==> src/rtl/core/uts_pkg.sv <==
// Shared constants and types for the timestamp date check unit.
`timescale 1ns / 1ps
`default_nettype none
package uts_pkg;

   localparam int NUM_STAGES = 12;

   localparam logic signed [4:0] TZ_RESET = 5'sd8;

   // Reciprocals for exact division by constants: q = (x * R) >> K
   localparam logic [63:0] R_1000 = (64'd1 << 54) / 64'd1000 + 64'd1;
   localparam logic [63:0] R_675  = (64'd1 << 38) / 64'd675 + 64'd1;
   localparam logic [63:0] R_1460 = (64'd1 << 29) / 64'd1460 + 64'd1;
   localparam logic [63:0] R_365  = (64'd1 << 27) / 64'd365 + 64'd1;
   localparam logic [63:0] R_100  = (64'd1 << 16) / 64'd100 + 64'd1;
   localparam logic [63:0] R_153  = (64'd1 << 19) / 64'd153 + 64'd1;
   localparam logic [63:0] R_5    = (64'd1 << 14) / 64'd5 + 64'd1;
   localparam logic [63:0] R_60C  = (64'd1 << 23) / 64'd60 + 64'd1;
   localparam logic [63:0] R_60M  = (64'd1 << 17) / 64'd60 + 64'd1;

   // Bias that keeps shifted seconds non-negative: 86400 * 2^17
   localparam logic signed [35:0] T_BIAS = 36'sd11324620800;

   localparam logic [11:0] YEAR_LOW  = 12'd1970;
   localparam logic [11:0] YEAR_HIGH = 12'd2099;

   typedef struct packed {
      logic [NUM_STAGES-1:0] en;
   } pipe_ctl_type;

endpackage
`default_nettype wire

==> src/rtl/core/uts_ctrl.sv <==
// Valid bits and per-stage advance chain of the conversion pipeline.
`timescale 1ns / 1ps
`default_nettype none
module uts_ctrl (
   input  wire logic          clock,
   input  wire logic          reset,
   input  wire logic          req_tvalid,
   output logic               req_tready,
   output logic               rsp_tvalid,
   input  wire logic          rsp_tready,
   output uts_pkg::pipe_ctl_type ctl
);
   import uts_pkg::*;

   logic [NUM_STAGES-1:0] valid_ff;
   logic [NUM_STAGES-1:0] valid_in;
   logic [NUM_STAGES-1:0] en;

   // a stage advances when it is empty or its successor advances
   always_comb begin
      en[NUM_STAGES-1] = !valid_ff[NUM_STAGES-1] || rsp_tready;
      for (int k = NUM_STAGES - 2; k >= 0; k--) begin
         en[k] = !valid_ff[k] || en[k+1];
      end
      for (int k = 0; k < NUM_STAGES; k++) begin
         if (en[k]) begin
            valid_in[k] = (k == 0) ? req_tvalid : valid_ff[(k == 0) ? 0 : k - 1];
         end else begin
            valid_in[k] = valid_ff[k];
         end
      end
   end

   always_ff @(posedge clock) begin
      if (reset) begin
         valid_ff <= '0;
      end else begin
         valid_ff <= valid_in;
      end
   end

   assign ctl.en     = en;
   assign req_tready = en[0];
   assign rsp_tvalid = valid_ff[NUM_STAGES-1];

endmodule
`default_nettype wire

==> config.mk <==
export PLATFORM = sky130hd
export DESIGN_NAME = uts_ctrl
export DESIGN_NICKNAME = d
export VERILOG_FILES = /design/src/rtl/core/uts_pkg.sv /design/src/rtl/core/uts_ctrl.sv
export SDC_FILE = /design/constraint.sdc
export NUM_CORES = 1
export LEC_CHECK = 0
export BUFFER_PORTS_ARGS = -buffer_cell sky130_fd_sc_hd__buf_2
export CAP_MARGIN = 25
export CORE_AREA = 2 2 39 41
export CTS_CLUSTER_SIZE = 8
export DETAILED_ROUTE_END_ITERATION = 16
export DIE_AREA = 0 0 41 43
export GPL_ROUTABILITY_DRIVEN = 0
export GPL_TIMING_DRIVEN = 1
export PLACE_DENSITY = 0.72
export SLEW_MARGIN = 0
export SYNTH_ARGS = -nofsm -noshare
export SYNTH_HDL_FRONTEND = slang
export SYNTH_SLANG_ARGS = --single-unit
==> constraint.sdc <==
create_clock -name clock -period 1.8 [get_ports clock]
set_clock_uncertainty 0.15 [all_clocks]
set_input_delay 0.18 -clock clock [delete_from_list [all_inputs] [get_ports clock]]
set_output_delay 0.18 -clock clock [all_outputs]
set_load 0.05 [all_outputs]
# Word level (Yosys, flattened, before mapping)
# Index checks and enable logic that the tools add are counted.
dict set report classes {
  reduce_logical 24
}
# operator count
set op_table {}
lappend op_table {{1-bit zero test} 12}
lappend op_table {{1-bit logical OR} 12}
dict set report word_totals {
  regBits 12
  inputBits 4
  wordCells 36
  output_inout_bits 14
}

# Depth between registers and ports, before layout
dict set report logic_depth {
  word_depth 13
  mapped_depth 4
  ltp_nobuf 4
}

# Worst setup path before layout
# OpenSTA, ideal clock, no wires.
dict set report synth_path {
  path_kind {register to output}
  from {register valid_ff[11]}
  to {output port ctl[0] (netlist name)}
  t_arrival_ns 2.424
  required_ns 1.470
  path_slack_ns -0.954
  n_path_buf 1
  path_stages_with_launch 5
  path_cell_list {dfxtp_1 -> nand4b_4 -> nor4b_4 -> nand4_1 -> buf_4}
}
# element line_no
set synth_lines {}
lappend synth_lines {{start: declaration} uts_ctrl.sv:15} ;# logic [NUM_STAGES-1:0] valid_ff;
lappend synth_lines {{start signal: assignment} uts_ctrl.sv:38} ;# valid_ff <= valid_in;
lappend synth_lines {{end: declaration} uts_ctrl.sv:11} ;# output uts_pkg::pipe_ctl_type ctl

# Worst setup path after layout
dict set report layout_path {
  from {register valid_ff[9]}
  to {output port req_tready}
}
dict set report layout_via {
  elab_chain_len 11
}
# element line_no
set layout_rtl {}
lappend layout_rtl {{1-bit zero test} uts_ctrl.sv:23} ;# en[k] = !valid_ff[k] || en[k+1];
lappend layout_rtl {{1-bit logical OR (10 in series)} uts_ctrl.sv:23}
lappend layout_rtl {{end: declaration} uts_ctrl.sv:8} ;# output logic req_tready,
# No other way between the ends.

==> PnR_summary.wiki <==
{| class="wikitable"
! Metric !! Value
|-
| Synthesized area per cell || 8.40 um2
|-
| Global routing met1 resource utilization || 14.1%
|-
| GR Util All Layers || 12.2%
|-
| Remaining Overflow, GRT || 0
|-
| Critical Path RT || 1.47 ns
|-
| Synth Warn # || 0
|-
| Result of the run || finished, violations left
|-
| Core region area || 1380 um2
|-
| Launching instance or port of the critical path || valid_ff[9]$_SDFFE_PP0P_
|-
| Total iterations of the first detailed-routing run || 3
|-
| Fraction of synthesized cell area taken by the top area cell type || 51.1%
|-
| Endpoint of the worst setup timing path || req_tready
|-
| Count of final setup violators || 4
|-
| Via-to-Cell Ratio || 4.44
|-
| Most area-hungry cell type in the Yosys netlist || sky130_fd_sc_hd__dfxtp_1
|-
| Ratio of cells with drive above 1 in the final layout || 52.4%
|-
| Fin. Hold Viols || 0
|-
| Initial antenna violation count || 0
|-
| Net count of the mapped netlist || 60
|-
| R2r worst-path depth || 5
|-
| Gr busiest metal || met2
|-
| DRC violation count after routing || 0
|-
| Post-placement worst setup slack || 0.120 ns
|-
| Detailed router's first-iteration violation count || 1
|-
| Die outline area || 1760 um2
|-
| Standard-cell row count || 14
|-
| Utilization of the core after routing || 55.4%
|-
| Crit end category || output port
|-
| RSZ-0062 raised after global routing || yes
|-
| Instance area after placement || 586 um2
|-
| Maximum clock frequency || 541 MHz
|-
| Met2 usage in global routing || 18.8%
|-
| Tmin final || 1.85 ns
|-
| Max FFs per register || 12
|-
| Number of nets in the layout || 89
|-
| Post-DR wirelength/cell || 9.61 um
|-
| Top-count cell post-synth || sky130_fd_sc_hd__dfxtp_1
|-
| Number of sinks on the clock net || 12
|-
| Areal power density over the cells || 640 nW/um2
|-
| Tightest Pin Transition || 0.426 ns
|-
| Number of nets with antenna violations after routing || 0
|-
| I/O pin count || 18
|-
| Max Cap Violations || 0
|-
| Max-slew violation total from the final report || 0
|-
| Wire length of the first global-routing pass || 1440 um
|-
| Register-to-register setup slack || 0.25 ns
|-
| CTS Root Cell || sky130_fd_sc_hd__clkbuf_4
|-
| Overall power consumption || 491 uW
|-
| Number of standard cells after synthesis || 56
|-
| Post-route design area || 767 um2
|-
| Height of the chip || 43 um
|-
| Critical Setup Path Class || reg -> out
|-
| Worst hold slack after final layout || 0.0551 ns
|-
| Met3 track demand over resource || 7.85%
|-
| Largest cells by area after synthesis || sky130_fd_sc_hd__dfxtp_1, sky130_fd_sc_hd__a21oi_1, sky130_fd_sc_hd__inv_1, sky130_fd_sc_hd__nor2_1, sky130_fd_sc_hd__nand4b_4
|-
| Maximum fanout along the worst path || 3
|-
| Area delta synth->final || 63.0%
|-
| Worst ir drop on vdd || 0.563 mV
|-
| Worst flop-to-flop path startpoint || valid_ff[9]$_SDFFE_PP0P_
|-
| Count of input and output buffers || 17
|-
| Worst-skew pair later-pin latency || 0.27 ns
|-
| Total via count in the routed design || 444
|-
| Clock transition at path regs || 0.07 ns
|-
| Max-slew headroom at the worst pin || 71.5%
|-
| Number of unique standard cell types used by synthesis || 13
|-
| Effective utilization at floorplan || 34.0%
|-
| Cell Count Post-Placement || 88
|-
| Largest registers ranked by flip-flop count || valid_ff x12
|-
| Failing checks || negative setup slack
|-
| HP Class || in -> reg
|-
| Horizontal die dimension || 41 um
|-
| Routed wire length || 961 um
|-
| Total leakage power || 0.368 nW
|-
| Final Worst Setup Slack || -0.0479 ns
|-
| Count of flip-flops with a built-in enable after synthesis || 0
|-
| Final period utilization || 103%
|-
| Final cell count without fillers || 100
|-
| Via count of the first global-routing pass || 385
|-
| Sequential area share after synthesis || 51.1%
|-
| Startpoint Class || flip-flop
|-
| Longest Clk Path Bufs || 2
|-
| Clock tree from TritonCTS || done
|-
| Depth of the CTS H-tree || 1
|-
| Number of instances on the worst hold path || 2
|-
| Detailed placement HPWL || 651 um
|-
| Netlist Area Pre-Place || 470 um2
|-
| Register bank with the most flops || valid_ff
|-
| Arrival @ worst endpoint || 1.52 ns
|-
| Most instantiated cells after synthesis || sky130_fd_sc_hd__dfxtp_1, sky130_fd_sc_hd__inv_1, sky130_fd_sc_hd__a21oi_1, sky130_fd_sc_hd__nor2_1, sky130_fd_sc_hd__nand2_1
|-
| Setup TNS Final || -0.135 ns
|-
| Count of state elements after synthesis || 12
|-
| Capture point of the worst reg-to-reg path || valid_ff[0]$_SDFFE_PP0P_
|-
| Share of async-settable or async-resettable flops after synthesis || 0%
|-
| Cts bufs inserted || 3
|-
| Pin count of the biggest net entering global routing || 13
|-
| Dominant synthesized flop cell || sky130_fd_sc_hd__dfxtp_1
|-
| Antenna Diode Count || 0
|}
-- metal layers --
metal / part of all wire, % / vias up / routed length [um]
li1: - / 232 / -
met1: 37 / 197 / 357
met2: 54 / 15 / 515
met3: 9.1 / 0 / 87
met4: 0 / 0 / 0
met5: 0 / - / 0
-- worst max-delay path, cell delays in order, from the launching register on --
cell and delay, ns:
sky130_fd_sc_hd__dfxtp_2 0.36, sky130_fd_sc_hd__nand4b_4 0.13, sky130_fd_sc_hd__nor4b_4 0.31, sky130_fd_sc_hd__nand4_1 0.22, sky130_fd_sc_hd__buf_6 0.22
-- area by class of cell --
type,count,area [um2]
well taps,16,20.0
fillers,128,617
clock buffers,4,36.3
inverters,11,41.3
flip-flops and latches,12,254
repair buffers,26,200
multi-input cells,31,215
-- placed cells by master (no fill, tap or decap) --
cell / synthesis / routed
sky130_fd_sc_hd__nand2_4: 0 / 1
sky130_fd_sc_hd__clkbuf_8: 0 / 1
sky130_fd_sc_hd__buf_2: 0 / 11
sky130_fd_sc_hd__inv_1: 11 / 10
sky130_fd_sc_hd__nand4_1: 1 / 1
sky130_fd_sc_hd__clkbuf_4: 0 / 3
sky130_fd_sc_hd__dlygate4sd3_1: 0 / 1
sky130_fd_sc_hd__buf_8: 0 / 2
sky130_fd_sc_hd__dfxtp_4: 0 / 3
sky130_fd_sc_hd__nor2_1: 9 / 9
sky130_fd_sc_hd__nand4b_4: 1 / 1
sky130_fd_sc_hd__nor2b_1: 1 / 1
sky130_fd_sc_hd__buf_6: 0 / 4
sky130_fd_sc_hd__nand3_2: 0 / 1
sky130_fd_sc_hd__nor4b_4: 1 / 1
sky130_fd_sc_hd__buf_4: 1 / 8
sky130_fd_sc_hd__dfxtp_1: 12 / 7
sky130_fd_sc_hd__nand3_4: 0 / 1
sky130_fd_sc_hd__dfxtp_2: 0 / 2
sky130_fd_sc_hd__inv_2: 0 / 1
sky130_fd_sc_hd__nand2_2: 0 / 3
sky130_fd_sc_hd__nand2_1: 6 / 2
sky130_fd_sc_hd__a21oi_1: 9 / 9
sky130_fd_sc_hd__and3_4: 0 / 1
-- power by group --
group	switching (mW)	internal (mW)
Combinational	0.00684	0.00670
Clock	0.0880	0.123
Sequential	0.00256	0.264
-- worst min-delay path by stage --
stage	end	start
finish	valid_ff[7]$_SDFFE_PP0P_	reset
global route	valid_ff[10]$_SDFFE_PP0P_	reset
CTS	valid_ff[7]$_SDFFE_PP0P_	reset
detailed placement	valid_ff[0]$_SDFFE_PP0P_	req_tvalid
global placement	valid_ff[0]$_SDFFE_PP0P_	req_tvalid
floorplan	valid_ff[7]$_SDFFE_PP0P_	reset
-- what timing repair did --
item,in CTS,in global routing
buffers inserted,6,1
resized for setup,16,13
hold endpoints to repair,1,0
pin swaps,3,3
setup endpoints to repair,10,10
hold buffers,1,0
-- cell families after synthesis --
| logic type | after synthesis | synth area share (%) |
|---|---|---|
| AND/OR/NAND/NOR | 22 | 28.2 |
| AO/OA/AOI/OAI | 9 | 9.57 |
| buffers and inverters | 13 | 11.2 |
| flip-flops | 12 | 51.1 |
No activity file was read; power rests on OpenSTA's default activity.
