===== src/rtl/core/uts_pkg.sv =====
// Shared constants and types for the timestamp date check unit.
`timescale 1ns / 1ps
`default_nettype none
package uts_pkg;

   localparam int NUM_STAGES = 12;

   localparam logic signed [4:0] TZ_RESET = 5'sd8;

   // Reciprocals for exact division by constants: q = (x * R) >> K
   localparam logic [63:0] R_1000 = (64'd1 << 54) / 64'd1000 + 64'd1;
   localparam logic [63:0] R_675  = (64'd1 << 38) / 64'd675 + 64'd1;
   localparam logic [63:0] R_1460 = (64'd1 << 29) / 64'd1460 + 64'd1;
   localparam logic [63:0] R_365  = (64'd1 << 27) / 64'd365 + 64'd1;
   localparam logic [63:0] R_100  = (64'd1 << 16) / 64'd100 + 64'd1;
   localparam logic [63:0] R_153  = (64'd1 << 19) / 64'd153 + 64'd1;
   localparam logic [63:0] R_5    = (64'd1 << 14) / 64'd5 + 64'd1;
   localparam logic [63:0] R_60C  = (64'd1 << 23) / 64'd60 + 64'd1;
   localparam logic [63:0] R_60M  = (64'd1 << 17) / 64'd60 + 64'd1;

   // Bias that keeps shifted seconds non-negative: 86400 * 2^17
   localparam logic signed [35:0] T_BIAS = 36'sd11324620800;

   localparam logic [11:0] YEAR_LOW  = 12'd1970;
   localparam logic [11:0] YEAR_HIGH = 12'd2099;

   typedef struct packed {
      logic [NUM_STAGES-1:0] en;
   } pipe_ctl_type;

endpackage
`default_nettype wire


===== src/rtl/core/uts_front.sv =====
// Length check, millisecond scaling, zone offset and day split (stages 1 to 4).
`timescale 1ns / 1ps
`default_nettype none
module uts_front (
   input  wire logic                 clock,
   input  wire uts_pkg::pipe_ctl_type ctl,
   input  wire logic [63:0]          timestamp,
   input  wire logic signed [4:0]    tz_offset_hours,
   output logic [17:0]               days_u,
   output logic [34:0]               t_biased,
   output logic                      millis,
   output logic                      len_ok
);
   import uts_pkg::*;

   // stage 1
   logic        s1_ok_ff, s1_neg_ff, s1_ms_ff;
   logic [43:0] s1_mag_ff;
   logic        s1_ok_in, s1_ms_in;
   logic [63:0] mag64;
   logic        pos10, neg10, pos13, neg13;

   always_comb begin
      pos10 = $signed(timestamp) >= 64'sd1000000000 &&
              $signed(timestamp) <= 64'sd9999999999;
      neg10 = $signed(timestamp) <= -64'sd100000000 &&
              $signed(timestamp) >= -64'sd999999999;
      pos13 = $signed(timestamp) >= 64'sd1000000000000 &&
              $signed(timestamp) <= 64'sd9999999999999;
      neg13 = $signed(timestamp) <= -64'sd100000000000 &&
              $signed(timestamp) >= -64'sd999999999999;
      s1_ms_in = pos13 || neg13;
      s1_ok_in = pos10 || neg10 || s1_ms_in;
      mag64    = timestamp[63] ? (~timestamp + 64'd1) : timestamp;
   end

   always_ff @(posedge clock) begin
      if (ctl.en[0]) begin
         s1_ok_ff  <= s1_ok_in;
         s1_ms_ff  <= s1_ms_in;
         s1_neg_ff <= timestamp[63];
         s1_mag_ff <= mag64[43:0];
      end
   end

   // stage 2: partial products of magnitude * (2^54 / 1000)
   logic [43:0] s2_pp_ll_ff, s2_pp_hl_ff;
   logic [44:0] s2_pp_lh_ff, s2_pp_hh_ff;
   logic [43:0] s2_mag_ff;
   logic        s2_ok_ff, s2_neg_ff, s2_ms_ff;
   logic [43:0] s2_pp_ll_in, s2_pp_hl_in;
   logic [44:0] s2_pp_lh_in, s2_pp_hh_in;

   always_comb begin
      s2_pp_ll_in = {22'd0, s1_mag_ff[21:0]} * {22'd0, R_1000[21:0]};
      s2_pp_hl_in = {22'd0, s1_mag_ff[43:22]} * {22'd0, R_1000[21:0]};
      s2_pp_lh_in = {23'd0, s1_mag_ff[21:0]} * {22'd0, R_1000[44:22]};
      s2_pp_hh_in = {23'd0, s1_mag_ff[43:22]} * {22'd0, R_1000[44:22]};
   end

   always_ff @(posedge clock) begin
      if (ctl.en[1]) begin
         s2_pp_ll_ff <= s2_pp_ll_in;
         s2_pp_hl_ff <= s2_pp_hl_in;
         s2_pp_lh_ff <= s2_pp_lh_in;
         s2_pp_hh_ff <= s2_pp_hh_in;
         s2_mag_ff   <= s1_mag_ff;
         s2_ok_ff    <= s1_ok_ff;
         s2_neg_ff   <= s1_neg_ff;
         s2_ms_ff    <= s1_ms_ff;
      end
   end

   // stage 3: seconds, sign, zone offset and bias
   logic [34:0]        s3_tb_ff;
   logic               s3_ok_ff, s3_ms_ff;
   logic [89:0]        psum;
   logic [33:0]        sec34;
   logic signed [35:0] tsgn, toff, s3_tb_full;
   logic [34:0]        s3_tb_in;

   always_comb begin
      psum = 90'(s2_pp_ll_ff) + (90'(s2_pp_lh_ff) << 22) + (90'(s2_pp_hl_ff) << 22)
           + (90'(s2_pp_hh_ff) << 44);
      sec34 = s2_ms_ff ? psum[87:54] : s2_mag_ff[33:0];
      tsgn  = s2_neg_ff ? -$signed({2'b00, sec34}) : $signed({2'b00, sec34});
      toff  = 36'(tz_offset_hours) * 36'sd3600;
      s3_tb_full = tsgn + toff + T_BIAS;
      s3_tb_in   = s3_tb_full[34:0];
   end

   always_ff @(posedge clock) begin
      if (ctl.en[2]) begin
         s3_tb_ff <= s3_tb_in;
         s3_ok_ff <= s2_ok_ff;
         s3_ms_ff <= s2_ms_ff;
      end
   end

   // stage 4: biased day number = tb / 86400 = (tb >> 7) / 675
   logic [17:0] s4_days_ff;
   logic [34:0] s4_tb_ff;
   logic        s4_ok_ff, s4_ms_ff;
   logic [56:0] dprod;

   always_comb begin
      dprod = 57'(s3_tb_ff[34:7]) * 57'(R_675[28:0]);
   end

   always_ff @(posedge clock) begin
      if (ctl.en[3]) begin
         s4_days_ff <= dprod[55:38];
         s4_tb_ff   <= s3_tb_ff;
         s4_ok_ff   <= s3_ok_ff;
         s4_ms_ff   <= s3_ms_ff;
      end
   end

   assign days_u   = s4_days_ff;
   assign t_biased = s4_tb_ff;
   assign millis   = s4_ms_ff;
   assign len_ok   = s4_ok_ff;

endmodule
`default_nettype wire


===== config.mk =====
export PLATFORM = sky130hd
export DESIGN_NAME = uts_front
export DESIGN_NICKNAME = d
export VERILOG_FILES = /design/src/rtl/core/uts_pkg.sv /design/src/rtl/core/uts_front.sv
export SDC_FILE = /design/constraint.sdc
export NUM_CORES = 2
export LEC_CHECK = 0
export ABC_CLOCK_PERIOD_IN_PS = 12350
export BUFFER_PORTS_ARGS = -buffer_cell sky130_fd_sc_hd__buf_2
export CAP_MARGIN = 20
export CORE_MARGIN = 2
export CORE_UTILIZATION = 65
export CTS_CLUSTER_DIAMETER = 100
export CTS_CLUSTER_SIZE = 40
export DETAILED_ROUTE_END_ITERATION = 6
export HOLD_SLACK_MARGIN = 0.02
export PLACE_DENSITY = 0.82
export SETUP_SLACK_MARGIN = 0.3
export SYNTH_ARGS = -nofsm -noshare
export SYNTH_HDL_FRONTEND = slang
export SYNTH_SLANG_ARGS = --single-unit
export TNS_END_PERCENT = 20

===== constraint.sdc =====
create_clock -name clock -period 12.35 [get_ports clock]
set_input_delay 1.8525 -clock clock [delete_from_list [all_inputs] [get_ports clock]]
set_output_delay 1.8525 -clock clock [all_outputs]
set_load 0.01 [all_outputs]

Word level (Yosys, flattened, before mapping)
Index checks and enable logic that the tools add are counted.
{"block": "word_totals", "reg_bits": 349, "in_bits": 82, "elab_cells": 51}
{"block": "classes", "reduce_logical": 7, "mux": 3, "n_bitwise": 1, "magnitude_cmp": 8, "n_mul": 6, "add_sub_neg": 7}
{"cell": "64-bit by 31-bit greater-or-equal comparator with 1-bit output (second input constant)", "count": 2}
{"cell": "64-bit by 41-bit greater-or-equal comparator with 1-bit output (second input constant)", "count": 2}
{"cell": "69-bit by 88-bit adder with 88-bit output", "count": 1}
{"cell": "22-bit by 20-bit multiplier with 42-bit output (second input constant)", "count": 2}
{"cell": "68-bit by 65-bit adder with 69-bit output", "count": 1}
{"cell": "43-bit by 67-bit adder with 68-bit output", "count": 1}
{"cell": "64-bit by 28-bit less-or-equal comparator with 1-bit output (second input constant)", "count": 1}
{"cell": "64-bit by 35-bit less-or-equal comparator with 1-bit output (second input constant)", "count": 1}
{"cell": "64-bit by 38-bit less-or-equal comparator with 1-bit output (second input constant)", "count": 1}
{"cell": "64-bit by 45-bit less-or-equal comparator with 1-bit output (second input constant)", "count": 1}
{"cell": "28-bit by 29-bit multiplier with 56-bit output (second input constant)", "count": 1}
{"cell": "22-bit by 23-bit multiplier with 45-bit output (second input constant)", "count": 1}
{"cell": "44-bit by 1-bit adder with 44-bit output (second input constant)", "count": 1}
{"cell": "22-bit by 23-bit multiplier with 44-bit output (second input constant)", "count": 1}
{"cell": "44-bit 2-to-1 mux", "count": 1}
{"cell": "44-bit NOT", "count": 1}
{"cell": "35-bit by 18-bit adder with 35-bit output", "count": 1}
{"cell": "35-bit adder (second input constant)", "count": 1}
{"cell": "35-bit 2-to-1 mux", "count": 1}
{"cell": "34-bit negator with 35-bit output", "count": 1}
{"cell": "34-bit 2-to-1 mux", "count": 1}
{"cell": "5-bit by 9-bit multiplier with 14-bit output (second input constant)", "count": 1}
{"cell": "1-bit logical AND", "count": 4}
{"cell": "1-bit logical OR", "count": 3}

Logic depth before layout (Yosys ltp)
{"block": "logic_depth", "word_depth": 8, "depth_mapped": 30, "ltp_nobuf": 29}

Worst setup path after synthesis
OpenSTA, ideal clock, no wires.
{"block": "synth_path", "path_kind": "input -> register", "from": "input port tz_offset_hours[2]", "to": "register s3_tb_ff[31], data pin", "t_arrival_ns": 7.220, "path_slack_ns": 4.864, "path_buffers": 0, "stages": 23, "setup_ns": 0.266, "cell_sequence": "fa_1 inv_1 fa_1 fa_1 inv_1 fa_1 a21oi_1 nor2_1 nor2_1 nor2b_1 or3_1 inv_1 ha_1 ha_1 nor2_1 nand2_1 a2111oi_0 nor3_1 nor2_1 a31oi_1 a221oi_1 or3_1 nand4_1"}
{"block": "synth_via", "elab_chain_len": 3}
{"element": "from (decl)", "line": "uts_front.sv:8", "rtl": "input wire logic signed [4:0] tz_offset_hours,"}
{"element": "5-bit by 9-bit multiplier with 14-bit output", "line": "uts_front.sv:87", "rtl": "toff = 36'(tz_offset_hours) * 36'sd3600;"}
{"element": "35-bit by 18-bit adder with 35-bit output", "line": "uts_front.sv:88", "rtl": "s3_tb_full = tsgn + toff + T_BIAS;"}
{"element": "35-bit adder", "line": "uts_front.sv:88"}
{"element": "via s3_tb_full[31]", "line": "uts_front.sv:79", "rtl": "logic signed [35:0] tsgn, toff, s3_tb_full;"}
{"element": "to (signal assigned)", "line": "uts_front.sv:94", "rtl": "s3_tb_ff <= s3_tb_in;"}
{"element": "to (decl)", "line": "uts_front.sv:75", "rtl": "logic [34:0] s3_tb_ff;"}
The timed path passes the listed nets, and every way through them passes these cells.
A chain may end at the register's enable or synchronous reset.

Worst setup path after layout
{"block": "layout_path", "from": "register s2_pp_hh_ff[0]", "to": "register s3_tb_ff[33], data pin"}
{"block": "layout_via", "elab_chain_len": 6}
{"element": "from (decl)", "line": "uts_front.sv:48", "rtl": "logic [44:0] s2_pp_lh_ff, s2_pp_hh_ff;"}
{"element": "from (signal assigned)", "line": "uts_front.sv:66", "rtl": "s2_pp_hh_ff <= s2_pp_hh_in;"}
{"element": "69-bit by 88-bit adder with 88-bit output (*)", "line": "uts_front.sv:84", "rtl": "+ (90'(s2_pp_hh_ff) << 44);"}
{"element": "34-bit 2-to-1 mux (*)", "line": "uts_front.sv:85", "rtl": "sec34 = s2_ms_ff ? psum[87:54] : s2_mag_ff[33:0];"}
{"element": "34-bit negator with 35-bit output", "line": "uts_front.sv:86", "rtl": "tsgn = s2_neg_ff ? -$signed({2'b00, sec34}) : $signed({2'b00, sec34});"}
{"element": "35-bit 2-to-1 mux (*)", "line": "uts_front.sv:86"}
{"element": "35-bit by 18-bit adder with 35-bit output (*)", "line": "uts_front.sv:88"}
{"element": "35-bit adder (*)", "line": "uts_front.sv:88"}
{"element": "via s3_tb_full[33]", "line": "uts_front.sv:79"}
The timed path passes the listed nets; every way through them passes the cells marked *.

==> metrics.cfg <==
[floorplan]
fp-row-count = 109
die_h_um = 304
start_util_pct = 65.8
die_area_um2 = 92400
io_pins = 137
core_area_um2 = 88800
dieWidth_um = 304

[clock_network]
cts_setup_buffers = 0
clk_pin_slew_ns = 0.09
ctsResizeCount = 0
cts.sinks = 324
clock_latency_ns = 0.60
cts_buffer_depth = 3
cts_buffers = 20
root_buffer = clkbuf_16
holdBufCountCts = 0
cts_tree = done
h-tree-depth = 1

[critical_path]
criticalPathCategory = reg2reg
required_ns = 12.64
critPathArrivalTime_ns = 8.60
max_stage_delay_ns = 0.65
start_kind = flop
r2r_slack_ns = 4.04
cp_common_cell = ha_1
crit_slowest_cell = a2111oi_0
end_kind = flop
crit_path_max_fanout = 7

[synthesis]
yosys_most_used_dff = edfxtp_1
synth_cells = 5522
synth_xor_area_share_pct = 4.01
synth-adder-area-share_pct = 55.4
ys_types = 94
synth_compound_area_share_pct = 8.59
ys_warn_count = 0
synth.avg_cell_area_um2 = 10.6
async_flop_share_pct = 0
muxShareOfSynthArea_pct = 0.122
syn_nets = 7693
synth_top_family_by_area = adder cells
seq_area_frac_synth_pct = 16.6
synth.ff_latch_count = 324
synthSimpleGateAreaFrac_pct = 6.83
syn-cell-area_um2 = 58500
synth-edff-count = 324

[placement]
place_inst = 6802
gp_congestion = 0.999
dp_slack_ns = 3.78
portBuffers = 128
dpl.hpwl_mm = 125

[grt]
first_global_vias = 43700
grt_usage_pct = 32.7
antenna_found_initial = 11
grt_max_degree = 78
overflow = 0
grt_pass1_wl_mm = 234

[timing]
setup_viol = 0
skew_ns = 0.0432
fmax_mhz = 120
max-slew-margin-rel_pct = 23.8
period_minus_slack_ns = 8.31
finalCritPeriodShare_pct = 67.3
finalSetupTns_ns = 0
hold_violations = 0
layout_setup_ws_ns = 4.04
drv_slew = 0
worst_pin_slew_ns = 1.14
rsz0062_at_grt = no

[final_layout]
syn_to_final_growth_pct = 5.14
final_cells = 6841
nets = 7830
layout_common_cells = ha_1, inv_1, fa_1
final_common_cell = ha_1
layout-drive-gt1-share_pct = 4.64

[detailed_routing]
drt.antenna.violating_nets = 0
drt_iter0_markers = 2976
dr.pass1.iters = 5
dr_total_vias = 40800
drc = 0
vias_per_cell = 5.96
wl_mm = 148
wire_per_inst_um = 21.6

[worst_hold_path]
hold_class = reg2reg

[job]
cap_violations = 0

[outcome]
status = finished, final reports clean

layer usage:
| layer | share of wire (%) | track usage (%) | up-vias |
|---|---|---|---|
| li1 | - | - | 18700 |
| met1 | 38 | 40.3 | 20100 |
| met2 | 49 | 56.7 | 1494 |
| met3 | 8.0 | 5.91 | 418 |
| met4 | 5.1 | 13.5 | 4 |
| met5 | 0.018 | 0 | - |
final cells by class:
class | count | area, µm²
multi-input cells | 3891 | 43800
fillers | 6484 | 27300
flip-flops and latches | 324 | 9730
inverters | 1248 | 4680
well taps | 1165 | 1460
repair buffers | 174 | 992
clock buffers | 20 | 500
clock inverters | 16 | 282
diodes | 3 | 7.51
cells in the mapped netlist (33+ instances only):
| library cell | n | area share (%) |
|---|---|---|
| edfxtp_1 | 324 | 17 |
| clkbuf_1 | 47 | 0.30 |
| xnor2_1 | 208 | 3.1 |
| fa_1 | 832 | 28 |
| inv_1 | 1247 | 8.0 |
| nor2_1 | 179 | 1.1 |
| xor2_1 | 57 | 0.85 |
| o21a_1 | 33 | 0.42 |
| nand4_1 | 55 | 0.59 |
| a21o_1 | 109 | 1.4 |
| ha_1 | 1257 | 27 |
| nand3_1 | 69 | 0.59 |
| a21oi_1 | 239 | 2.0 |
| nor3_1 | 57 | 0.49 |
| o21ai_0 | 125 | 1.1 |
| nand2_1 | 142 | 0.91 |
cells by family (layout without fill, tap and decap cells):
kind of cell | count (synthesis) | after routing
AOI/OAI and AO/OA | 769 | 769
xor gates and xnor gates | 266 | 266
adders and majority gates | 2089 | 2089
buffers and inverters | 1307 | 1458
DFF | 324 | 324
muxes | 7 | 7
other | 0 | 3
and+or+nand+nor | 760 | 760
worst max-delay path, delay by kind of cell, from the launching register on:
| kind | cells | cell delay [ns] |
|---|---|---|
| AOI/OAI and AO/OA | 10 | 2.97 |
| xor gates and xnor gates | 2 | 0.24 |
| adders and majority gates | 5 | 2.00 |
| buffers and inverters | 2 | 0.17 |
| DFF | 1 | 0.43 |
| muxes | 1 | 0.38 |
| and+or+nand+nor | 8 | 1.81 |
stage by stage:
stage               hold slack, ns  utilization, %  instance area (µm²)
finish                       0.424            69.2                61500
global placement             0.403            68.3                60700
floorplan                    0.400               -                58500
detailed placement           0.405            68.3                60700
global route                 0.424            69.2                61500
CTS                          0.418            69.2                61500
flip-flops by register name, summed over array words and instances, names as in the netlist:
name,flops
s1_ms_ff,1
s3_ok_ff,1
t_biased,35
s2_pp_hh_ff,44
s2_pp_ll_ff,21
days_u,18
s2_neg_ff,1
s3_ms_ff,1
s2_pp_hl_ff,40
s2_pp_lh_ff,45
len_ok,1
s1_neg_ff,1
s1_mag_ff,44
s1_ok_ff,1
s2_mag_ff,32
s3_tb_ff,35
s2_ok_ff,1
millis,1
s2_ms_ff,1
final timing paths:
kind                                                from                endpoint  cells past startpoint
worst max-delay path            s2_pp_hh_ff[0]$_DFFE_PP_  s3_tb_ff[33]$_DFFE_PP_                     28
worst min-delay path               s3_tb_ff[5]$_DFFE_PP_   t_biased[5]$_DFFE_PP_                      0
worst max register to register  s2_pp_hh_ff[0]$_DFFE_PP_  s3_tb_ff[33]$_DFFE_PP_                     28
worst min register to register     s3_tb_ff[5]$_DFFE_PP_   t_biased[5]$_DFFE_PP_                      0
Power is not shown: default switching activity piles up to over one toggle a cycle in this logic, so the estimate is an artifact.
