### src/rtl/core/uts_pkg.sv
// Shared constants and types for the timestamp date check unit.
`timescale 1ns / 1ps
`default_nettype none
package uts_pkg;

   localparam int NUM_STAGES = 12;

   localparam logic signed [4:0] TZ_RESET = 5'sd8;

   // Reciprocals for exact division by constants: q = (x * R) >> K
   localparam logic [63:0] R_1000 = (64'd1 << 54) / 64'd1000 + 64'd1;
   localparam logic [63:0] R_675  = (64'd1 << 38) / 64'd675 + 64'd1;
   localparam logic [63:0] R_1460 = (64'd1 << 29) / 64'd1460 + 64'd1;
   localparam logic [63:0] R_365  = (64'd1 << 27) / 64'd365 + 64'd1;
   localparam logic [63:0] R_100  = (64'd1 << 16) / 64'd100 + 64'd1;
   localparam logic [63:0] R_153  = (64'd1 << 19) / 64'd153 + 64'd1;
   localparam logic [63:0] R_5    = (64'd1 << 14) / 64'd5 + 64'd1;
   localparam logic [63:0] R_60C  = (64'd1 << 23) / 64'd60 + 64'd1;
   localparam logic [63:0] R_60M  = (64'd1 << 17) / 64'd60 + 64'd1;

   // Bias that keeps shifted seconds non-negative: 86400 * 2^17
   localparam logic signed [35:0] T_BIAS = 36'sd11324620800;

   localparam logic [11:0] YEAR_LOW  = 12'd1970;
   localparam logic [11:0] YEAR_HIGH = 12'd2099;

   typedef struct packed {
      logic [NUM_STAGES-1:0] en;
   } pipe_ctl_type;

endpackage
`default_nettype wire

### src/rtl/core/uts_cal.sv
// Day number to civil date and seconds of day to clock time (stages 5 to 12).
`timescale 1ns / 1ps
`default_nettype none
module uts_cal (
   input  wire logic                 clock,
   input  wire uts_pkg::pipe_ctl_type ctl,
   input  wire logic [17:0]          days_u,
   input  wire logic [34:0]          t_biased,
   input  wire logic                 millis,
   input  wire logic                 len_ok,
   output logic                      valid_res,
   output logic                      is_millis,
   output logic [11:0]               cal_year,
   output logic [3:0]                cal_month,
   output logic [4:0]                cal_day,
   output logic [4:0]                cal_hour,
   output logic [5:0]                cal_minute,
   output logic [5:0]                cal_second
);
   import uts_pkg::*;

   typedef struct packed {
      logic        ms;
      logic        ok;
      logic        era5;
      logic [17:0] doe;
   } carry_type;

   typedef struct packed {
      logic [4:0] hour;
      logic [5:0] minute;
      logic [5:0] second;
   } tod_type;

   // stage 5: seconds of day, day of era
   carry_type   s5_c_ff;
   logic [16:0] s5_clk_ff;
   carry_type   s5_c_in;
   logic [34:0] clk_full;
   logic [19:0] z;

   always_comb begin
      clk_full     = t_biased - 35'(days_u) * 35'd86400;
      z            = 20'(days_u) + 20'd588396;
      s5_c_in.ms   = millis;
      s5_c_in.ok   = len_ok;
      s5_c_in.era5 = z >= 20'd730485;
      s5_c_in.doe  = 18'(z - (s5_c_in.era5 ? 20'd730485 : 20'd584388));
   end

   always_ff @(posedge clock) begin
      if (ctl.en[4]) begin
         s5_c_ff   <= s5_c_in;
         s5_clk_ff <= clk_full[16:0];
      end
   end

   // stage 6: year-of-era numerator, minute of day
   carry_type   s6_c_ff;
   logic [17:0] s6_num_ff;
   logic [16:0] s6_clk_ff;
   logic [10:0] s6_mod_ff;
   logic [36:0] p1460;
   logic [34:0] pmod;
   logic [2:0]  c36524;
   logic [17:0] s6_num_in;

   always_comb begin
      p1460  = 37'(s5_c_ff.doe) * 37'(R_1460[18:0]);
      c36524 = 3'(s5_c_ff.doe >= 18'd36524) + 3'(s5_c_ff.doe >= 18'd73048)
             + 3'(s5_c_ff.doe >= 18'd109572) + 3'(s5_c_ff.doe >= 18'd146096);
      s6_num_in = s5_c_ff.doe - 18'(p1460[36:29]) + 18'(c36524)
                - 18'(s5_c_ff.doe == 18'd146096);
      pmod   = 35'(s5_clk_ff) * 35'(R_60C[17:0]);
   end

   always_ff @(posedge clock) begin
      if (ctl.en[5]) begin
         s6_c_ff   <= s5_c_ff;
         s6_num_ff <= s6_num_in;
         s6_clk_ff <= s5_clk_ff;
         s6_mod_ff <= pmod[33:23];
      end
   end

   // stage 7: year of era, hour, second
   carry_type   s7_c_ff;
   logic [8:0]  s7_yoe_ff;
   logic [10:0] s7_mod_ff;
   logic [4:0]  s7_hour_ff;
   logic [5:0]  s7_sec_ff;
   logic [44:0] p365;
   logic [22:0] phour;
   logic [16:0] sec_full;

   always_comb begin
      p365     = 45'(s6_num_ff) * 45'(R_365[18:0]);
      phour    = 23'(s6_mod_ff) * 23'(R_60M[11:0]);
      sec_full = s6_clk_ff - 17'(s6_mod_ff) * 17'd60;
   end

   always_ff @(posedge clock) begin
      if (ctl.en[6]) begin
         s7_c_ff    <= s6_c_ff;
         s7_yoe_ff  <= p365[35:27];
         s7_mod_ff  <= s6_mod_ff;
         s7_hour_ff <= phour[21:17];
         s7_sec_ff  <= sec_full[5:0];
      end
   end

   // stage 8: century count, minute
   carry_type   s8_c_ff;
   logic [8:0]  s8_yoe_ff;
   logic [2:0]  s8_y100_ff;
   tod_type     s8_tod_ff;
   tod_type     s8_tod_in;
   logic [18:0] p100;
   logic [10:0] min_full;

   always_comb begin
      p100             = 19'(s7_yoe_ff) * 19'(R_100[9:0]);
      min_full         = s7_mod_ff - 11'(s7_hour_ff) * 11'd60;
      s8_tod_in.hour   = s7_hour_ff;
      s8_tod_in.minute = min_full[5:0];
      s8_tod_in.second = s7_sec_ff;
   end

   always_ff @(posedge clock) begin
      if (ctl.en[7]) begin
         s8_c_ff    <= s7_c_ff;
         s8_yoe_ff  <= s7_yoe_ff;
         s8_y100_ff <= p100[18:16];
         s8_tod_ff  <= s8_tod_in;
      end
   end

   // stage 9: day of year (March based)
   logic        s9_ms_ff, s9_ok_ff, s9_era5_ff;
   logic [8:0]  s9_yoe_ff, s9_doy_ff;
   tod_type     s9_tod_ff;
   logic [17:0] doy_full;

   always_comb begin
      doy_full = s8_c_ff.doe - (18'(s8_yoe_ff) * 18'd365 + 18'(s8_yoe_ff[8:2])
               - 18'(s8_y100_ff));
   end

   always_ff @(posedge clock) begin
      if (ctl.en[8]) begin
         s9_ms_ff   <= s8_c_ff.ms;
         s9_ok_ff   <= s8_c_ff.ok;
         s9_era5_ff <= s8_c_ff.era5;
         s9_yoe_ff  <= s8_yoe_ff;
         s9_doy_ff  <= doy_full[8:0];
         s9_tod_ff  <= s8_tod_ff;
      end
   end

   // stage 10: March-based month index
   logic        s10_ms_ff, s10_ok_ff, s10_era5_ff;
   logic [8:0]  s10_yoe_ff, s10_doy_ff;
   logic [3:0]  s10_mp_ff;
   tod_type     s10_tod_ff;
   logic [10:0] t5;
   logic [29:0] p153;

   always_comb begin
      t5   = 11'(s9_doy_ff) * 11'd5 + 11'd2;
      p153 = 30'(t5) * 30'(R_153[11:0]);
   end

   always_ff @(posedge clock) begin
      if (ctl.en[9]) begin
         s10_ms_ff   <= s9_ms_ff;
         s10_ok_ff   <= s9_ok_ff;
         s10_era5_ff <= s9_era5_ff;
         s10_yoe_ff  <= s9_yoe_ff;
         s10_doy_ff  <= s9_doy_ff;
         s10_mp_ff   <= p153[22:19];
         s10_tod_ff  <= s9_tod_ff;
      end
   end

   // stage 11: month start term
   logic        s11_ms_ff, s11_ok_ff, s11_era5_ff;
   logic [8:0]  s11_yoe_ff, s11_doy_ff;
   logic [3:0]  s11_mp_ff;
   logic [10:0] s11_t2_ff;
   tod_type     s11_tod_ff;

   always_ff @(posedge clock) begin
      if (ctl.en[10]) begin
         s11_ms_ff   <= s10_ms_ff;
         s11_ok_ff   <= s10_ok_ff;
         s11_era5_ff <= s10_era5_ff;
         s11_yoe_ff  <= s10_yoe_ff;
         s11_doy_ff  <= s10_doy_ff;
         s11_mp_ff   <= s10_mp_ff;
         s11_t2_ff   <= 11'(s10_mp_ff) * 11'd153 + 11'd2;
         s11_tod_ff  <= s10_tod_ff;
      end
   end

   // stage 12: day, month, year, range check; output register
   logic        s12_valid_ff, s12_ms_ff;
   logic [11:0] s12_year_ff;
   logic [3:0]  s12_month_ff;
   logic [4:0]  s12_day_ff;
   tod_type     s12_tod_ff;
   logic [24:0] p5;
   logic [8:0]  day_full;
   logic [3:0]  month_in;
   logic [11:0] year_in;
   logic        in_range;

   always_comb begin
      p5       = 25'(s11_t2_ff) * 25'(R_5[11:0]);
      day_full = s11_doy_ff - p5[22:14] + 9'd1;
      month_in = (s11_mp_ff < 4'd10) ? s11_mp_ff + 4'd3 : s11_mp_ff - 4'd9;
      year_in  = 12'(s11_yoe_ff) + (s11_era5_ff ? 12'd2000 : 12'd1600)
               + 12'(month_in <= 4'd2);
      in_range = year_in >= YEAR_LOW && year_in <= YEAR_HIGH;
   end

   always_ff @(posedge clock) begin
      if (ctl.en[11]) begin
         if (s11_ok_ff) begin
            s12_valid_ff <= in_range;
            s12_ms_ff    <= s11_ms_ff;
            s12_year_ff  <= year_in;
            s12_month_ff <= month_in;
            s12_day_ff   <= day_full[4:0];
            s12_tod_ff   <= s11_tod_ff;
         end else begin
            s12_valid_ff <= 1'b0;
            s12_ms_ff    <= 1'b0;
            s12_year_ff  <= '0;
            s12_month_ff <= '0;
            s12_day_ff   <= '0;
            s12_tod_ff   <= '0;
         end
      end
   end

   assign valid_res  = s12_valid_ff;
   assign is_millis  = s12_ms_ff;
   assign cal_year   = s12_year_ff;
   assign cal_month  = s12_month_ff;
   assign cal_day    = s12_day_ff;
   assign cal_hour   = s12_tod_ff.hour;
   assign cal_minute = s12_tod_ff.minute;
   assign cal_second = s12_tod_ff.second;

endmodule
`default_nettype wire

### config.mk
export PLATFORM = sky130hd
export DESIGN_NAME = uts_cal
export DESIGN_NICKNAME = d
export VERILOG_FILES = /design/src/rtl/core/uts_pkg.sv /design/src/rtl/core/uts_cal.sv
export SDC_FILE = /design/constraint.sdc
export NUM_CORES = 2
export LEC_CHECK = 0
export ABC_AREA = 1
export ABC_CLOCK_PERIOD_IN_PS = 11800
export BUFFER_PORTS_ARGS = -buffer_cell sky130_fd_sc_hd__buf_2
export CORE_MARGIN = 1.5
export CORE_UTILIZATION = 45
export DETAILED_ROUTE_END_ITERATION = 6
export SLEW_MARGIN = 20
export SYNTH_ARGS = -nofsm -noshare
export SYNTH_HDL_FRONTEND = slang
export SYNTH_SLANG_ARGS = --single-unit
### constraint.sdc
create_clock -name clock -period 11.8 [get_ports clock]
set_clock_uncertainty 0.1 [all_clocks]
set_input_delay 0.59 -clock clock [delete_from_list [all_inputs] [get_ports clock]]
set_output_delay 0.59 -clock clock [all_outputs]
set_load 0.02 [all_outputs]
; ---- Word level (Yosys, flattened, before mapping)
; Cells that the tools add are included.
[totals]
register_bits = 329
input_bits = 68
wordCells = 113
[op_classes]
addsub = 22
multipliers = 13
n_lt_le_gt_ge = 9
n_eq_ne = 1
mux = 3
n_reduce_logical = 1
[op_table]
columns = cell, count
row1 = "greater-or-equal comparator 18 x 17 -> 1 bit, second input constant", 2
row2 = "multiplier 17 x 18 -> 34 bit, second input constant", 1
row3 = "multiplier 18 x 16 -> 34 bit, second input constant", 1
row4 = "multiplier 18 x 16 -> 33 bit, second input constant", 1
row5 = "multiplier 11 x 12 -> 23 bit, second input constant", 1
row6 = "adder 11 x 2 -> 11 bit, second input constant", 2
row7 = "multiplier 11 x 12 -> 22 bit, second input constant", 1
row8 = "adder 18 x 20 -> 20 bit, second input constant", 1
row9 = "greater-or-equal comparator 20 bit, second input constant", 1
row10 = "multiplier 11 x 12 -> 19 bit, second input constant", 1
row11 = adder 18 x 3 -> 18 bit, 1
row12 = "== test 18 bit, second input constant", 1
row13 = "greater-or-equal comparator 18 x 16 -> 1 bit, second input constant", 1
row14 = "greater-or-equal comparator 18 bit, second input constant", 1
row15 = "multiplier 18 x 10 -> 10 bit, second input constant", 1
row16 = two-way mux 18 bit, 1
row17 = subtractor 18 x 1 -> 18 bit, 1
row18 = subtractor 18 bit, 1
row19 = subtractor 18 x 8 -> 18 bit, 1
row20 = subtractor 17 bit, 1
row21 = "multiplier 9 x 6 -> 15 bit, second input constant", 1
row22 = adder 12 x 1 -> 12 bit, 1
row23 = adder 9 x 11 -> 12 bit, 1
row24 = "greater-or-equal comparator 12 x 11 -> 1 bit, second input constant", 1
row25 = 22 further kinds, 23

; ---- Longest topological paths before layout
[logic_depth]
depth_word = 6
ltp_mapped = 38
mapped_depth_nobuf = 38

; ---- Least setup slack after synthesis
; Ideal clock, no wire load.
[synth_timing]
path_type = register to register
startpoint = reg s5_c_ff[3] (netlist name)
endpoint = reg s6_num_ff[12], data pin
setup_time_ns = 0.265
t_arrival_ns = 7.792
required_ns = 11.435
setup_slack_ns = 3.643
path_stages_with_launch = 36
n_path_buf = 0
period_less_slack_ns = 8.157
path_cell_list = edfxtp_1 > inv_1 > fa_1 > inv_1 > ha_1 > fa_1 > inv_1 > fa_1 > inv_1 > fa_1 > inv_1 > fa_1 > inv_1 > ha_1 > nand2_1 > nor2_1 > inv_1 > o211ai_1 > nand2_1 > o21ai_0 > a21oi_1 > xnor2_1 > fa_1 > inv_1 > fa_1 > fa_1 > fa_1 > nand3_1 > nand2_1 > a21oi_1 > o21bai_2 > nand3_1 > nand2_1 > a21boi_1 > o21ai_0 > xor2_1
[synth_via]
elab_chain_cells = 6
word_cells_on_any_way = 12
classes_between = 6 x add/sub / 1 x mul / 4 x order compare / 1 x eq/ne
[synth_rtl]
columns = item, line_no
row1 = from (decl), uts_cal.sv:36  ; carry_type s5_c_ff;
row2 = from (signal assigned), uts_cal.sv:53  ; s5_c_ff <= s5_c_in;
row3 = "parallel branches: the longest is 5 deep, another holds multiplier 18 x 16 -> 34 bit", -
row4 = subtractor 18 x 1 -> 18 bit (*), uts_cal.sv:73  ; - 18'(s5_c_ff.doe == 18'd146096);
row5 = named net s6_num_in[12], uts_cal.sv:66  ; logic [17:0] s6_num_in;
row6 = to (signal assigned), uts_cal.sv:80  ; s6_num_ff <= s6_num_in;
row7 = to (decl), uts_cal.sv:60  ; logic [17:0] s6_num_ff;
; Mark *: on every way through the listed nets, which the timed path passes.
; A chain may end at the register's enable or synchronous reset.

; ---- Worst setup path in the final report
[layout_timing]
startpoint = reg s5_c_ff[5] (netlist name)
endpoint = reg s6_num_ff[12], data pin
; The elaborated chain is that of the path after synthesis.

==> results.sh <==
export IMPL_die_h_um=289
export IMPL_ys_seq_elements=329
export IMPL_synth_top_cell_area_share_pct=27.2
export IMPL_drt_vias_per_instance=4.86
export IMPL_cts_made_buffers=39
export IMPL_drv_slew=0
export IMPL_worstPathArrival_ns=9.52
export IMPL_fin_util_pct=49.5
export IMPL_drtIter0Drc=850
export IMPL_setup_worst_path_end_class="flip-flop"
export IMPL_grt_pass1_vias=23909
export IMPL_final_area_um2=40000
export IMPL_fp_row_count=104
export IMPL_finalCritPeriodShare_pct=78.9
export IMPL_setup_violations=0
export IMPL_ys_types=51
export IMPL_cts_resized=0
export IMPL_io_buffers=85
export IMPL_synth_edf_count=329
export IMPL_ys_flop_type="edfxtp_1"
export IMPL_period_needed_ns=9.31
export IMPL_h_tree_depth=2
export IMPL_start_kind="flip-flop"
export IMPL_cts_buffer_depth=3
export IMPL_wl_per_cell_um=14.4
export IMPL_antenna_found_initial=5
export IMPL_post_dp_hpwl_um=58600
export IMPL_syn_area_um2=36900
export IMPL_clkTransAtPathRegs_ns=0.06
export IMPL_yosysTopAreaCell="ha_1"
export IMPL_vias=23334
export IMPL_ant_nets=0
export IMPL_syn_nets=4812
export IMPL_yosys_warnings=0
export IMPL_status="complete, no violations"
export IMPL_startpoint="s5_c_ff[5]"
export IMPL_core_area_um2=80800
export IMPL_initial_core_util_pct=45.7
export IMPL_tightest_slew_ns=1.05
export IMPL_grt_max_degree=50
export IMPL_cp_common_cell="fa_1"
export IMPL_dieArea_um2=83800
export IMPL_cts_tree="yes"
export IMPL_critical_path_class="flip-flop to flip-flop"
export IMPL_path_max_fanout=12
export IMPL_seq_area_frac_synth_pct=26.8
export IMPL_gp_congestion=0.892
export IMPL_clk_latency_ns=0.56
export IMPL_cts_root_buffer="clkbuf_16"
export IMPL_synth_area_per_cell_um2=10.3
export IMPL_finalSetupTns_ns=0
export IMPL_synth_area_top_cells="ha_1 27%, edfxtp_1 27%, fa_1 19%"
export IMPL_fin_nets=4941
export IMPL_drtPass1Iterations=5
export IMPL_drc=0
export IMPL_min_path_type="primary input to flip-flop"
export IMPL_max_freq_mhz=107
export IMPL_final_common_cell="inv_1"
export IMPL_slew_headroom_pct=29.8
export IMPL_drv_cap=0
export IMPL_clock_sinks=329
export IMPL_critical_path_max_stage_delay_ns=0.80
export IMPL_finalHoldViolations=0
export IMPL_grt_pass1_wl_um=117000
export IMPL_rsz0062_at_grt="no"
export IMPL_grt_usage_pct=17.3
export IMPL_hold_buffers=0
export IMPL_cts_setup_buffers=0
export IMPL_async_flop_share_pct=0
export IMPL_wl_um=69000
export IMPL_grt_overflow=0
export IMPL_die_w_um=289
export IMPL_hp_start="t_biased[6]"
export IMPL_synthCells=3584
export IMPL_drive_above_1_share_pct=4.94
export IMPL_cp_slowest_cell="edfxtp_1"
export IMPL_io_pin_count=108
export IMPL_mostFrequentLayoutCells="864 x inv_1, 801 x ha_1, 369 x nand2_1"
export IMPL_place_area_um2=38700
export IMPL_required_ns=12.01
export IMPL_area_growth_pct=8.31
export IMPL_r2r_start="s5_c_ff[5]"
-- final cells by class --
class	count	area [um^2]
fill	7467	40800
multi-input combinational	2386	23800
sequential	329	9880
inverter	866	3250
tap	1060	1330
clock buffer	42	987
timing repair buffer	91	470
clock inverter	29	289
antenna	2	5.00
-- cell usage after synthesis, types with 2 or more instances --
cell type / n
o211ai_1: 7
nor3_4: 2
nand4_1: 29
nor2_2: 2
nand2_2: 11
nor2_1: 154
a211oi_1: 5
o21bai_2: 2
a221oi_1: 5
nand3_1: 67
xor2_1: 111
o22ai_1: 2
o21ai_0: 81
inv_1: 864
clkbuf_1: 3
inv_2: 2
nand2_1: 369
a21o_1: 14
o221ai_1: 2
a2111oi_0: 2
edfxtp_1: 329
nand2_4: 4
nor3_1: 30
a31oi_1: 20
o21a_1: 10
a21oi_1: 174
nor4_1: 6
a21boi_0: 3
o2111ai_1: 3
xnor2_1: 63
or2_2: 5
ha_1: 801
o31ai_1: 9
o21bai_1: 14
nand3_2: 4
fa_1: 359
o311ai_0: 2
-- stage by stage --
stage / worst slack (ns) / cells / hold WS, ns
floorplan: 3.64 / 3584 / 0.300
global placement: 2.51 / 4732 / 0.301
detailed placement: 2.47 / 4732 / 0.305
CTS: 2.45 / 4803 / 0.0571
global route: 1.86 / 4803 / 0.0652
finish: 2.49 / 4805 / 0.0974
-- routing by layer --
metal / track usage [%] / vias to the layer above / share of wire, %
met5: 0 / - / 0.061
met4: 3.45 / 8 / 1.7
met3: 2.37 / 76 / 2.9
met2: 29.4 / 258 / 47
li1: - / 11898 / -
met1: 23.5 / 11094 / 48
-- critical path, delay by kind of cell, from the launching register on --
kind | cells | cell delay, ns
AND/OR/NAND/NOR | 7 | 0.71
adder cells (fa/ha/maj) | 11 | 5.14
flip-flops | 1 | 0.80
XOR/XNOR | 2 | 0.34
AO/OA/AOI/OAI | 7 | 1.24
buffers and inverters | 8 | 0.65
-- final timing paths --
check / to / slack (ns) / cells after the start
setup reg to reg: s6_num_ff[12] / 2.49 / 35
hold reg to reg: s10_tod_ff[0] / 0.31 / 0
setup / recovery: s6_num_ff[12] / 2.49 / 35
hold / removal: s5_clk_ff[6] / 0.1 / 1
-- flip-flops by register name, summed over array words and instances (netlist names), 11 cells and up --
name	count
s10_tod_ff	17
s8_tod_ff	17
s6_c_ff	12
s9_tod_ff	17
s7_c_ff	12
s5_c_ff	21
s5_clk_ff	17
s6_num_ff	18
s11_tod_ff	17
cal_year	12
s8_c_ff	12
s6_mod_ff	11
s11_t2_ff	11
-- logic make-up after synthesis --
logic type / after synthesis / synth area share (%)
and+or+nand+nor: 690 / 8.00
AOI/OAI and AO/OA: 362 / 5.64
adders and majority gates: 1160 / 46.6
buffers and inverters: 869 / 8.84
DFF: 329 / 26.8
xor gates and xnor gates: 174 / 4.13
Power is not shown: default switching activity piles up to over one toggle a cycle in this logic, so the estimate is an artifact.
